--- config.mk ---
export PLATFORM = sky130hd
export DESIGN_NAME = grain_v1_stream_cipher
export DESIGN_NICKNAME = d
export VERILOG_FILES = /design/src/hdl/grain_pkg.sv /design/src/hdl/grain_v1_stream_cipher.sv /design/src/hdl/grain_ctrl.sv /design/src/hdl/grain_dp.sv
export SDC_FILE = /design/constraint.sdc
export NUM_CORES = 1
export LEC_CHECK = 0
export BUFFER_PORTS_ARGS = -buffer_cell sky130_fd_sc_hd__buf_2
export CORE_MARGIN = 1
export CORE_UTILIZATION = 64
export CTS_BUF_LIST = sky130_fd_sc_hd__clkbuf_4
export CTS_CLUSTER_SIZE = 14
export DETAILED_ROUTE_END_ITERATION = 6
export PLACE_DENSITY = 0.83
export SKIP_LAST_GASP = 1
export SYNTH_ARGS = -nofsm -noshare
export SYNTH_HDL_FRONTEND = slang
export SYNTH_HIERARCHICAL = 1
export SYNTH_SLANG_ARGS = --single-unit
export TNS_END_PERCENT = 20
--- constraint.sdc ---
create_clock -name clk -period 4.1 [get_ports clk]
set_clock_uncertainty 0.2 [all_clocks]
set_input_delay 0.205 -clock clk [delete_from_list [all_inputs] [get_ports clk]]
set_output_delay 0.205 -clock clk [all_outputs]
set_load 0.005 [all_outputs]
--- src/hdl/grain_pkg.sv ---
// ----------------------------------------------------------------------------
// grain_pkg
// Shared types, constants and cipher step functions for the Grain v1 core.
// ----------------------------------------------------------------------------
package grain_pkg;

  // cipher clocks run after key/IV load
  localparam int INIT_CLOCKS = 160;
  // cipher clocks per cycle in the unrolled update (one byte)
  localparam int STEP_LANES  = 8;
  // remaining-clock counter, wide enough for the init count and one lane group
  localparam int CNT_MAX = (INIT_CLOCKS > STEP_LANES) ? INIT_CLOCKS : STEP_LANES;
  localparam int CNT_W   = $clog2(CNT_MAX + 1);

  localparam int REG_BITS = 80;
  localparam int IV_BYTES = 8;

  // opcode field (in_tuser)
  localparam logic OP_INIT = 1'b0;
  localparam logic OP_BYTE = 1'b1;

  // configuration register indexes
  localparam logic [1:0] CFG_KEY_LOW  = 2'd0;
  localparam logic [1:0] CFG_KEY_HIGH = 2'd1;
  localparam logic [1:0] CFG_IV_VALUE = 2'd2;
  localparam logic [1:0] CFG_IV_LEN   = 2'd3;

  localparam logic [3:0] IV_LEN_RESET = 4'd8;

  // both shift registers; bit 0 is the oldest, new bits enter at bit 79
  typedef struct packed {
    logic [REG_BITS-1:0] lfsr;
    logic [REG_BITS-1:0] nfsr;
  } grain_state_t;

  // controller to datapath commands
  typedef struct packed {
    logic load;       // load NFSR from key, LFSR from IV
    logic step8;      // advance eight cipher clocks
    logic step1;      // advance one cipher clock
    logic fb;         // feed output bit back (initialization)
    logic emit_byte;  // capture a data result word
    logic emit_init;  // capture an init acknowledge word
  } grain_cmd_t;

  // keystream bit of the current state
  function automatic logic grain_z(grain_state_t st);
    logic x0, x1, x2, x3, x4, h;
    x0 = st.lfsr[3];
    x1 = st.lfsr[25];
    x2 = st.lfsr[46];
    x3 = st.lfsr[64];
    x4 = st.nfsr[63];
    h = x1 ^ x4 ^ (x0 & x3) ^ (x2 & x3) ^ (x3 & x4)
      ^ (x0 & x1 & x2) ^ (x0 & x2 & x3) ^ (x0 & x2 & x4)
      ^ (x1 & x2 & x4) ^ (x2 & x3 & x4);
    return st.nfsr[1] ^ st.nfsr[2] ^ st.nfsr[4] ^ st.nfsr[10] ^ st.nfsr[31]
         ^ st.nfsr[43] ^ st.nfsr[56] ^ h;
  endfunction

  // one cipher clock; with fb set the output bit enters both feedbacks
  function automatic grain_state_t grain_step(grain_state_t st, logic fb);
    logic [REG_BITS-1:0] s, b;
    logic z, fs, gb;
    grain_state_t res;
    s  = st.lfsr;
    b  = st.nfsr;
    z  = grain_z(st);
    fs = s[62] ^ s[51] ^ s[38] ^ s[23] ^ s[13] ^ s[0];
    gb = s[0] ^ b[62] ^ b[60] ^ b[52] ^ b[45] ^ b[37] ^ b[33]
       ^ b[28] ^ b[21] ^ b[14] ^ b[9] ^ b[0]
       ^ (b[63] & b[60]) ^ (b[37] & b[33]) ^ (b[15] & b[9])
       ^ (b[60] & b[52] & b[45]) ^ (b[33] & b[28] & b[21])
       ^ (b[63] & b[45] & b[28] & b[9])
       ^ (b[60] & b[52] & b[37] & b[33])
       ^ (b[63] & b[60] & b[21] & b[15])
       ^ (b[63] & b[60] & b[52] & b[45] & b[37])
       ^ (b[33] & b[28] & b[21] & b[15] & b[9])
       ^ (b[52] & b[45] & b[37] & b[33] & b[28] & b[21]);
    res.lfsr = {fs ^ (fb & z), s[REG_BITS-1:1]};
    res.nfsr = {gb ^ (fb & z), b[REG_BITS-1:1]};
    return res;
  endfunction

endpackage

--- src/hdl/grain_v1_stream_cipher.sv ---
// ----------------------------------------------------------------------------
// grain_v1_stream_cipher
// Grain v1 stream cipher with word streams in and out and a write-only
// configuration port for key and IV.
// ----------------------------------------------------------------------------
// A data word (in_tuser = 1) is taken in one cycle and its result, the data
// byte XOR eight keystream bits (first bit in the lsb), is registered the
// cycle after; a new data word can be taken every cycle while the output
// side keeps up. An init word (in_tuser = 0) loads the NFSR from the key and
// the LFSR from the IV padded with ones, then runs 160 cipher clocks with
// output feedback through the eight-lane unrolled update, during which no
// word is taken; it is acknowledged by a result word of zero with
// out_tuser = 1. Key and IV are to be written only while the block is idle;
// the block itself does not enforce this. They take effect at the next init word.
module grain_v1_stream_cipher
  import grain_pkg::*;
(
  input  logic        clk,
  input  logic        rst_n,
  // input stream
  input  logic        in_tvalid,
  output logic        in_tready,
  input  logic [7:0]  in_tdata,   // [7:0] data_byte
  input  logic        in_tuser,   // [0] opcode
  // result stream
  output logic        out_tvalid,
  input  logic        out_tready,
  output logic [7:0]  out_tdata,  // [7:0] out_byte
  output logic        out_tuser,  // [0] was_init
  // configuration
  input  logic        cfg_we,
  input  logic [1:0]  cfg_addr,
  input  logic [63:0] cfg_wdata
);

  logic [63:0] key_low_r;
  logic [15:0] key_high_r;
  logic [63:0] iv_value_r;
  logic [3:0]  iv_len_r;

  logic        out_valid_r;
  logic [7:0]  out_byte_r;
  logic        out_init_r;
  logic        out_free;
  logic [7:0]  ks_byte;
  grain_cmd_t  cmd;

  // configuration registers
  always_ff @(posedge clk) begin
    if (!rst_n) begin
      key_low_r  <= '0;
      key_high_r <= '0;
      iv_value_r <= '0;
      iv_len_r   <= IV_LEN_RESET;
    end else if (cfg_we) begin
      unique case (cfg_addr)
        CFG_KEY_LOW:  key_low_r  <= cfg_wdata;
        CFG_KEY_HIGH: key_high_r <= cfg_wdata[15:0];
        CFG_IV_VALUE: iv_value_r <= cfg_wdata;
        CFG_IV_LEN:   iv_len_r   <= cfg_wdata[3:0];
        default: ;
      endcase
    end
  end

  assign out_free = !out_valid_r || out_tready;

  grain_ctrl u_ctrl (
    .clk       (clk),
    .rst_n     (rst_n),
    .in_valid  (in_tvalid),
    .in_opcode (in_tuser),
    .out_free  (out_free),
    .in_ready  (in_tready),
    .cmd       (cmd)
  );

  grain_dp u_dp (
    .clk     (clk),
    .rst_n   (rst_n),
    .cmd     (cmd),
    .key     ({key_high_r, key_low_r}),
    .iv      (iv_value_r),
    .iv_len  (iv_len_r),
    .ks_byte (ks_byte)
  );

  // output word register
  always_ff @(posedge clk) begin
    if (!rst_n) begin
      out_valid_r <= 1'b0;
    end else if (cmd.emit_byte || cmd.emit_init) begin
      out_valid_r <= 1'b1;
    end else if (out_tready) begin
      out_valid_r <= 1'b0;
    end
  end

  always_ff @(posedge clk) begin
    if (cmd.emit_byte) begin
      out_byte_r <= in_tdata ^ ks_byte;
      out_init_r <= 1'b0;
    end else if (cmd.emit_init) begin
      out_byte_r <= '0;
      out_init_r <= 1'b1;
    end
  end

  assign out_tvalid = out_valid_r;
  assign out_tdata  = out_byte_r;
  assign out_tuser  = out_init_r;

`ifndef SYNTH
  // an init word holds off the input in the cycle after it is taken
  a_init_stalls: assert property (@(posedge clk) disable iff (!rst_n)
    (in_tvalid && in_tready && in_tuser == OP_INIT) |=> !in_tready)
    else $error("input taken during initialization");

  // the init acknowledge never overwrites a pending result word
  a_init_slot_free: assert property (@(posedge clk) disable iff (!rst_n)
    cmd.emit_init |-> out_free)
    else $error("init acknowledge would drop a result word");

  // at most one state update per cycle
  a_one_update: assert property (@(posedge clk) disable iff (!rst_n)
    $onehot0({cmd.load, cmd.step8, cmd.step1}))
    else $error("conflicting state update commands");
`endif

endmodule

--- src/hdl/grain_ctrl.sv ---
// ----------------------------------------------------------------------------
// grain_ctrl
// Sequencer: accepts words, runs the initialization clocks, issues commands.
// ----------------------------------------------------------------------------
module grain_ctrl
  import grain_pkg::*;
(
  input  logic       clk,
  input  logic       rst_n,
  input  logic       in_valid,
  input  logic       in_opcode,
  input  logic       out_free,
  output logic       in_ready,
  output grain_cmd_t cmd
);

  typedef enum logic [1:0] {
    ST_IDLE = 2'b01,
    ST_INIT = 2'b10
  } ctrl_state_t;

  ctrl_state_t      state_r, state_nxt;
  logic [CNT_W-1:0] remain_r, remain_nxt;
  logic             accept;

  localparam logic [CNT_W-1:0] LANES_C = CNT_W'(STEP_LANES);
  localparam logic [CNT_W-1:0] INIT_C  = CNT_W'(INIT_CLOCKS);

  // word taken only while idle and the result slot is free
  assign accept = in_valid && out_free && (state_r == ST_IDLE);

  // next state and commands
  always_comb begin
    state_nxt  = state_r;
    remain_nxt = remain_r;
    in_ready   = 1'b0;
    cmd        = '0;
    unique case (state_r)
      ST_IDLE: begin
        in_ready = out_free;
        if (accept) begin
          if (in_opcode == OP_INIT) begin
            cmd.load   = 1'b1;
            remain_nxt = INIT_C;
            state_nxt  = ST_INIT;
          end else begin
            cmd.step8     = 1'b1;
            cmd.emit_byte = 1'b1;
          end
        end
      end
      ST_INIT: begin
        cmd.fb = 1'b1;
        // eight-lane group steps while enough remain, then single steps
        if (remain_r >= LANES_C) begin
          cmd.step8  = 1'b1;
          remain_nxt = remain_r - LANES_C;
        end else begin
          cmd.step1  = 1'b1;
          remain_nxt = remain_r - CNT_W'(1);
        end
        if (remain_nxt == '0) begin
          cmd.emit_init = 1'b1;
          state_nxt     = ST_IDLE;
        end
      end
      default: begin
        state_nxt = ST_IDLE;
      end
    endcase
  end

  always_ff @(posedge clk) begin
    if (!rst_n) begin
      state_r  <= ST_IDLE;
      remain_r <= '0;
    end else begin
      state_r  <= state_nxt;
      remain_r <= remain_nxt;
    end
  end

endmodule

--- src/hdl/grain_dp.sv ---
// ----------------------------------------------------------------------------
// grain_dp
// Datapath: LFSR/NFSR state, key/IV load and an eight-lane unrolled update.
// ----------------------------------------------------------------------------
module grain_dp
  import grain_pkg::*;
(
  input  logic                clk,
  input  logic                rst_n,
  input  grain_cmd_t          cmd,
  input  logic [REG_BITS-1:0] key,
  input  logic [63:0]         iv,
  input  logic [3:0]          iv_len,
  output logic [7:0]          ks_byte
);

  grain_state_t state_r, state_nxt;
  grain_state_t chain [STEP_LANES+1];
  grain_state_t loaded;
  logic [STEP_LANES-1:0] z;

  // eight cipher clocks chained; taps never reach bits entered in this group
  always_comb begin
    chain[0] = state_r;
    for (int k = 0; k < STEP_LANES; k++) begin
      z[k]         = grain_z(chain[k]);
      chain[k + 1] = grain_step(chain[k], cmd.fb);
    end
  end

  // keystream bits, first clock in the lsb
  assign ks_byte = z[7:0];

  // key/IV load; IV bytes past the used length read as ones
  always_comb begin
    loaded.nfsr = key;
    loaded.lfsr = '1;
    for (int i = 0; i < IV_BYTES; i++) begin
      if (4'(i) < iv_len) begin
        loaded.lfsr[8*i +: 8] = iv[8*i +: 8];
      end
    end
  end

  always_comb begin
    state_nxt = state_r;
    if (cmd.load) begin
      state_nxt = loaded;
    end else if (cmd.step8) begin
      state_nxt = chain[STEP_LANES];
    end else if (cmd.step1) begin
      state_nxt = chain[1];
    end
  end

  always_ff @(posedge clk) begin
    if (!rst_n) begin
      state_r <= '0;
    end else begin
      state_r <= state_nxt;
    end
  end

endmodule
* Yosys cells after proc, flatten, opt, wreduce, memory -nomap -nowiden *
Cells that the tools add are included.

word-level totals
  register bits after elaboration = 328
  bits in latches = 0
  RAM bits = 0
  ROM bits = 0
  bits of input ports = 80
  output and inout bits = 11
  memories kept = 0

cells by class
  $add $sub $neg = 2
  multipliers = 0
  divide/modulo/power cells = 0
  magnitude comparators = 9
  equality and inequality tests = 8
  shift operators = 0
  mux-type cells = 37
  bitwise operators = 649
  reduce and logical (&&, ||, !) cells = 17

operators by type and width
  operator                                                                      number
  160-bit two-way mux                                                           3
  1-bit XOR                                                                     360
  1-bit bitwise AND                                                             288
  8-bit two-way mux                                                             14
  3-bit by 4-bit less-than comparator with 1-bit output (first input constant)  4
  8-bit one-hot mux with 2 select lines                                         1
  1-bit two-way mux                                                             12
  2-bit two-way mux                                                             5
  8-bit by 4-bit >= comparator with 1-bit output (second input constant)        1
  8-bit logical NOT                                                             1
  1-bit by 4-bit less-than comparator with 1-bit output (first input constant)  2
  2-bit by 4-bit less-than comparator with 1-bit output (first input constant)  2
  2-bit AND reduction                                                           4
  8-bit by 1-bit subtractor with 8-bit output (second input constant)           1
  8-bit by 4-bit subtractor with 8-bit output (second input constant)           1
  8-bit XOR                                                                     1
  2-bit == test (second input constant)                                         3
  3-bit AND reduction                                                           2
  2-bit nonzero test                                                            3
  2-bit by 1-bit == test with 1-bit output (second input constant)              2
  2-bit by 1-bit != test with 1-bit output (second input constant)              2
  2-bit one-hot mux with 2 select lines                                         1
  3-bit nonzero test                                                            1
  1-bit logical AND                                                             2
  5 further kinds                                                               6

* Longest topological paths before layout *
Gate-level depths: netlist of run 1.

  word-level depth = 26
  depth in mapped cells = 13
  mapped depth without buffers = 11

* Cells and area by module *
The synthesis of run 1 kept the hierarchy.

modules (own cells, without submodules)
  module                  times used  cells each  area an instance (um2)  seq. area each (um2)
  grain_dp                1           1600        12552.0                 3203.1
  grain_v1_stream_cipher  1           585         6050.8                  3243.1
  grain_ctrl              1           109         832.0                   200.2

* Worst setup path before layout of run 1 *
No wires, ideal clock.

  path kind = reg-to-reg
  start point = register u_ctrl.remain_r[5]
  end point = register u_dp.state_r (netlist bit u_dp/chain[61])
  arrival time = 2874 ps
  path slack = 951 ps
  stages on the path, launching flop included = 13
  buffers on the path = 5
  clock period less this slack = 3149 ps
  path through = dfxtp_1 -> or4_1 -> buf_2 -> or2_2 -> clkbuf_1 -> a21oi_1 -> nor2_1 -> clkbuf_1 -> nor3_1 -> clkbuf_1 -> clkbuf_1 -> nand2_1 -> a21boi_0

RTL lines
  what                      line              source
  start: declaration        grain_ctrl.sv:23  logic [CNT_W-1:0] remain_r, remain_nxt;
  start signal: assignment  grain_ctrl.sv:79  remain_r <= remain_nxt;
  end signal: assignment    grain_dp.sv:60    state_r <= state_nxt;
  end: declaration          grain_dp.sv:17    grain_state_t state_r, state_nxt;

==> results_dict.tcl, run 1 <==
set metrics [dict create \
    finalSetupViolCount 0 \
    vias 17900 \
    slew_viol_final 0 \
    gp_congestion 0.955 \
    sequentialPowerShare_pct 45.4 \
    synth_nets 2380 \
    cp.arrival_ns 3.78 \
    max_freq_mhz 293 \
    startpoint_type "flop" \
    max-vdd-ir-drop_v 0.000304 \
    grt_pass1_wl_um 93600 \
    crit_start "u_ctrl/state_r[1]$_SDFFE_PN0P_" \
    cts_resized 0 \
    power_frac_clock_pct 36.2 \
    min_path_type "input pin to flop" \
    synthesis.area_um2 19400 \
    async_flop_share_pct 0 \
    io_buffers 90 \
    timing.setup.tns_ns 0 \
    cts_root_buffer "clkbuf_4" \
    p_comb_share_pct 18.4 \
    ctsHtreeMaxLevel 3 \
    core_region_area_um2 29800 \
    clk_latency_ns 0.74 \
    avgViaCountPerCell 6.32 \
    grt_pass1_vias 17200 \
    die_area_um2 31100 \
    grt-ovfl-total 0 \
    status "finished clean" \
    n_fill_cell 2155 \
    grt_antenna_before_repair 2 \
    syn_area_per_cell_um2 8.47 \
    r2r_start "u_ctrl/state_r[1]$_SDFFE_PN0P_" \
    hold_viol_final 0 \
    slowest_stage "buf_4" \
    cts_setup_buffers 0 \
    sw_frac_of_total_pct 31.0 \
    fin_crit_sh_pct 83.1 \
    clk_pin_slew_ns 0.07 \
    initial_core_util_pct 65.2 \
    ys_ff_latch 328 \
    synth.distinct_cells 83 \
    p_per_area_nw_per_um2 364 \
    critPathBufInv 3 \
    nets 2471 \
    p_sw_mw 2.45 \
    dieWidth_um 176 \
    slowest_delay_ns 0.47 \
    dr.pass1.iters 6 \
    die_h_um 176 \
    maxSlewHeadroom_pct 5.52 \
    cp_max_fo 36 \
    hold_start "cfg_wdata[33]" \
    period_needed_ns 3.41 \
    grtUsageTotal_pct 38.8 \
    clk_path_buf_depth 3 \
    worst_pin_slew_ns 1.40 \
    ant_nets 0 \
    netlist_instances 2294 \
    synthToLayoutAreaGrowth_pct 11.7 \
    drc 0 \
    rsz0062_at_grt "false" \
    holdBufCountCts 97 \
    critPathKind "flop to flop" \
    path_common_cell "buf_4" \
    grt_max_degree 150 \
    io-pin-count 91 \
    mostFrequentLayoutCell "nand2_1" \
    cap_violations 0 \
    drive_gt1_share_pct 15.5 \
    power.leakage_nw 8.21 \
    routed_wl_um 60600 \
    detail_route.wl_per_cell_um 21.4 \
    seq_area_frac_synth_pct 34.2 \
    rows 63 \
    crit_path_end_kind "flop" \
    mostFrequentLayoutCells "541 x nand2_1, 320 x dfxtp_1, 258 x mux2i_1, 145 x o21ai_0, 135 x xnor2_1" \
    cts_tree "built" \
    cp.required_ns 4.47 \
    ys.warnings.count 6 \
    dpl.hpwl_um 39600 \
    clock_sinks 328 \
    intPower_mw 5.46 \
    synth_edf_count 8 \
    cp_top_family "buffers and inverters" \
    drtIter0Drc 2281 \
    synthFlopType "dfxtp_1" \
    numCtsBuffers 86 \
    worstPathCellList "inv_1 > ha_1 > and2_1 > and3_1 > a21oi_1 > nor2_4 > buf_4 > buf_4 > mux2_2 > o221ai_1 > a21boi_0" \
    p_total_mw 7.91 \
]
## metal layers
| layer | vias up | GRT usage (%) | share of wire [%] |
|---|---|---|---|
| met5 | - | 0 | 0 |
| met4 | 0 | 28.7 | 7.4 |
| met3 | 259 | 5.66 | 9.6 |
| met2 | 1099 | 58.7 | 44 |
| met1 | 8449 | 50.2 | 39 |
| li1 | 8112 | - | - |
## synth_stat cells (all sizes together) (5+ instances only)
cell type	instances	area share [%]
a211oi	25	1.0
a21boi	110	4.2
a21oi	59	1.5
a31oi	10	0.32
and2	12	0.39
and3	5	0.16
buf	89	3.1
clkbuf	132	2.6
dfxtp	320	33
edfxtp	8	1.2
ha	6	0.39
inv	22	0.42
mux2	66	3.8
mux2i	258	13
nand2	542	10
nand2b	5	0.16
nand3	39	1.0
nand3b	10	0.39
nand4	8	0.26
nor2	50	0.97
nor2b	12	0.39
nor3	15	0.39
nor3b	8	0.33
o211ai	6	0.23
o21a	5	0.19
o21ai	150	3.9
o221a	22	1.3
o221ai	25	1.1
o31ai	11	0.50
o32ai	6	0.31
or3	7	0.24
xnor2	138	6.3
xnor3	10	1.2
xor2	40	1.9
## cell families (layout without fill, tap and decap cells)
logic type / after synthesis / after routing / synth area share, %
simple gates: 734 / 734 / 16.0
compound gates: 465 / 465 / 16.3
flops: 328 / 328 / 34.2
mux: 325 / 325 / 17.2
buf+inv: 245 / 393 / 6.26
xor+xnor: 188 / 188 / 9.41
fa+ha+maj: 9 / 9 / 0.541
other cells: 0 / 2 / 0
## power groups by stage
stage	Clock, mW	Sequential, mW	Combinational, mW
after CTS	2.87	3.57	1.41
after global routing	3.06	3.60	1.55
after floorplan	0	3.51	1.07
after detailed placement	0	3.64	1.33
final	2.86	3.59	1.46
after global placement	0	3.63	1.30
## worst min-delay path: cells and delay by family
kind	cells	cell delay [ns]
buf+inv	2	0.62
mux	1	0.12
simple gates	1	0.06
## flip-flops by register name, indices dropped and copies added (netlist names)
register	flops
iv_len_r	4
iv_value_r	64
key_high_r	16
key_low_r	64
out_tdata	8
out_tuser	1
out_tvalid	1
u_ctrl/remain_r	8
u_ctrl/state_r	2
u_dp/chain	160
## worst paths after layout
| path | to | slack, ns | depth (start not counted) |
|---|---|---|---|
| setup reg to reg | u_dp/chain[125]$_SDFFE_PN0P_ | 0.69 | 11 |
| hold / removal | iv_value_r[33]$_SDFFE_PN0P_ | 0.13 | 4 |
| hold reg to reg | key_low_r[22]$_SDFFE_PN0P_ | 0.26 | 2 |
| setup / recovery | u_dp/chain[125]$_SDFFE_PN0P_ | 0.69 | 11 |
## per-stage QoR
stage          hold WS [ns]  cells  area (um^2)  setup slack [ns]  util (%)
5_1_grt              0.0962   2834        21700             0.492      72.8
2_1_floorplan         0.167   2294        19400             0.951         -
3_3_place_gp          0.245   2590        19700             0.937      66.0
6_report              0.126   2834        21700             0.691      72.8
4_1_cts              0.0556   2832        21700             0.771      72.8
3_5_place_dp          0.249   2590        19700             0.834      66.0
## layout make-up
class / count / area (um^2) / area share (%)
multi-input cells: 1721 / 11600 / 53.5
flip-flops and latches: 328 / 6650 / 30.6
repair buffers: 225 / 1800 / 8.31
clock buffers: 126 / 946 / 4.36
well taps: 390 / 488 / 2.25
clock inverters: 19 / 121 / 0.559
inverters: 23 / 86.3 / 0.398
diodes: 2 / 5.00 / 0.0231
(Power assumes the default switching activity.)
==> run 2, diff against run 1 <==
==> constraint.sdc (replaced) <==
create_clock -name clk -period 3.25 [get_ports clk]
set_clock_uncertainty 0.2 [all_clocks]
set_input_delay 0.1625 -clock clk [delete_from_list [all_inputs] [get_ports clk]]
set_output_delay 0.1625 -clock clk [all_outputs]
set_load 0.005 [all_outputs]
==> run 2 against run 1 <==
Design area up 2.2%; utilization up 1.6 points; register-to-register slack worse by 0.69 ns; combinational power up 31%; clock power up 31%; sequential cell count unchanged; hold slack worse by 0.064 ns.
==> results_dict.tcl, run 2 (synthesized netlist as in run 1, its figures left out) <==
set metrics [dict create \
    status "finished clean" \
    n_fill_cell 2075 \
    cp.depth 8 \
    final_area_um2 22200 \
    dr.pass1.iters 7 \
    cts_root_buffer "clkbuf_4" \
    dp_cells 2630 \
    drc 0 \
    vias 18400 \
    startpoint_type "flop" \
    drive_gt1_share_pct 16.8 \
    post-place-ws_ns 0.150 \
    largest_reg_flops 160 \
    avgViaCountPerCell 6.37 \
    r2r_start "u_dp/chain[2]$_SDFFE_PN0P_" \
    cp_top_family "XOR/XNOR gates" \
    path_common_cell "xor2_1" \
    grt_pass1_wl_um 98000 \
    drtIter0Drc 2552 \
    grt_pass1_vias 17600 \
    nets 2518 \
    cts_setup_buffers 0 \
    detail_route.wl_per_cell_um 22.1 \
    slowest_stage "dfxtp_1" \
    reg2regPathDepth 8 \
    p_per_area_nw_per_um2 459 \
    initial_core_util_pct 65.2 \
    hold_start "cfg_wdata[25]" \
    synthToLayoutAreaGrowth_pct 14.1 \
    io-pin-count 91 \
    mostFrequentLayoutCell "nand2_1" \
    timing.setup.tns_ns 0 \
    cp.arrival_ns 3.55 \
    cp_max_fo 8 \
    endpoint "out_tdata[6]$_SDFFCE_PN0P_" \
    maxSlewHeadroom_pct 28.0 \
    stdcell_count 2884 \
    grt-ovfl-total 0 \
    place_area_um2 20000 \
    grt_antenna_before_repair 1 \
    clk_pin_slew_ns 0.07 \
    power.leakage_nw 8.51 \
    gp_congestion 0.988 \
    critPathBufInv 1 \
    io_buffers 90 \
    cts_tree "built" \
    max_freq_mhz 308 \
    worst_pin_slew_ns 1.08 \
    slew_viol_final 0 \
    crit_start "u_dp/chain[2]$_SDFFE_PN0P_" \
    critPathKind "flop to flop" \
    p_total_mw 10.2 \
    mostFrequentLayoutCells "541 x nand2_1, 320 x dfxtp_1, 258 x mux2i_1, 145 x o21ai_0, 135 x xnor2_1" \
    period_needed_ns 3.25 \
    finalSetupViolCount 0 \
    clock_sinks 328 \
    clk_path_buf_depth 3 \
    slowest_delay_ns 0.66 \
    cp.required_ns 3.55 \
    rows 63 \
    hold_viol_final 0 \
    dpl.hpwl_um 41000 \
    numCtsBuffers 86 \
    cap_violations 0 \
    fin_ws_ns 0.00181 \
    fin_crit_sh_pct 99.9 \
    max-vdd-ir-drop_v 0.000360 \
    die_h_um 176 \
    worstPathCellList "xor2_1 > xnor2_1 > xor2_1 > or3_1 > and2_1 > xor2_1 > and2_1 > dlygate4sd3_1" \
    dieWidth_um 176 \
    min_path_type "input pin to flop" \
    rsz0062_at_grt "true" \
    die_area_um2 31100 \
    r2r_slack_ns 0.002 \
    ctsHtreeMaxLevel 3 \
    grtUsageTotal_pct 40.8 \
    ant_nets 0 \
    rr_endpoint "out_tdata[6]$_SDFFCE_PN0P_" \
    core_region_area_um2 29800 \
    crit_path_end_kind "flop" \
    clk_latency_ns 0.78 \
    routed_wl_um 63700 \
    grt_max_degree 100 \
]
-- run 2: cell count changes in the layout (fill, tap and decap cells not counted), moves of 4 or more --
cell           delta
buf_12            +4
buf_4            +35
clkinv_1          +7
dlygate4sd3_1     +7
clkbuf_4          -4
-- run 2: routing by layer --
metal	track usage [%]	vias to the layer above	wire length [um]
li1	-	8212	-
met1	51.4	8653	24500
met2	62.2	1242	27900
met3	9.24	275	6910
met4	27.5	0	4470
met5	0	-	0
-- run 2: cell type report --
class                           instances  area [um^2]  share of cell area (%)
Clock inverter                         27          188                   0.846
Timing Repair Buffer                  272         2230                    10.0
Multi-Input combinational cell       1721        11600                    52.4
Clock buffer                          122          916                    4.13
Antenna cell                            1         2.50                  0.0113
Tap cell                              390          488                    2.20
Sequential cell                       328         6650                    30.0
Inverter                               23         86.3                   0.389
-- run 2: worst min path at each step --
stage | endpoint | slack (ns) | cells past startpoint
2_1_floorplan | iv_value_r[16]$_SDFFE_PN0P_ | 0.12 | 2
3_3_place_gp | key_low_r[63]$_SDFFE_PN0P_ | 0.24 | 2
3_5_place_dp | key_low_r[2]$_SDFFE_PN0P_ | 0.25 | 2
4_1_cts | key_low_r[36]$_SDFFE_PN0P_ | 0.003 | 4
5_1_grt | iv_value_r[16]$_SDFFE_PN0P_ | 0.06 | 4
6_report | key_low_r[25]$_SDFFE_PN0P_ | 0.06 | 4
-- run 2: stage by stage --
step                hold slack [ns]  utilization [%]
floorplan                     0.124                -
global placement              0.243             67.2
detailed placement            0.247             67.2
CTS                         0.00253             74.4
global route                 0.0648             74.4
finish                       0.0620             74.4
-- run 2: worst register-to-register path: stages, from the launching register on --
cell and delay (ns):
dfxtp_1 0.66, xor2_1 0.17, xnor2_1 0.40, xor2_1 0.16
or3_1 0.35, and2_1 0.21, xor2_1 0.17, and2_1 0.15
dlygate4sd3_1 0.54
-- run 2: repair_timing --
action                                  in CTS  in global routing
endpoints found under the setup margin       0                 27
hold endpoints to repair                   327                  0
hold buffers                               104                  0
resized for setup                            0                  3
-- run 2: report_power, final --
part	switching, mW	internal [mW]	total [mW]	leakage [nW]
combinational	1.09	0.823	1.91	5.17
sequential	0.273	4.24	4.51	2.68
clock	1.80	1.96	3.76	0.654
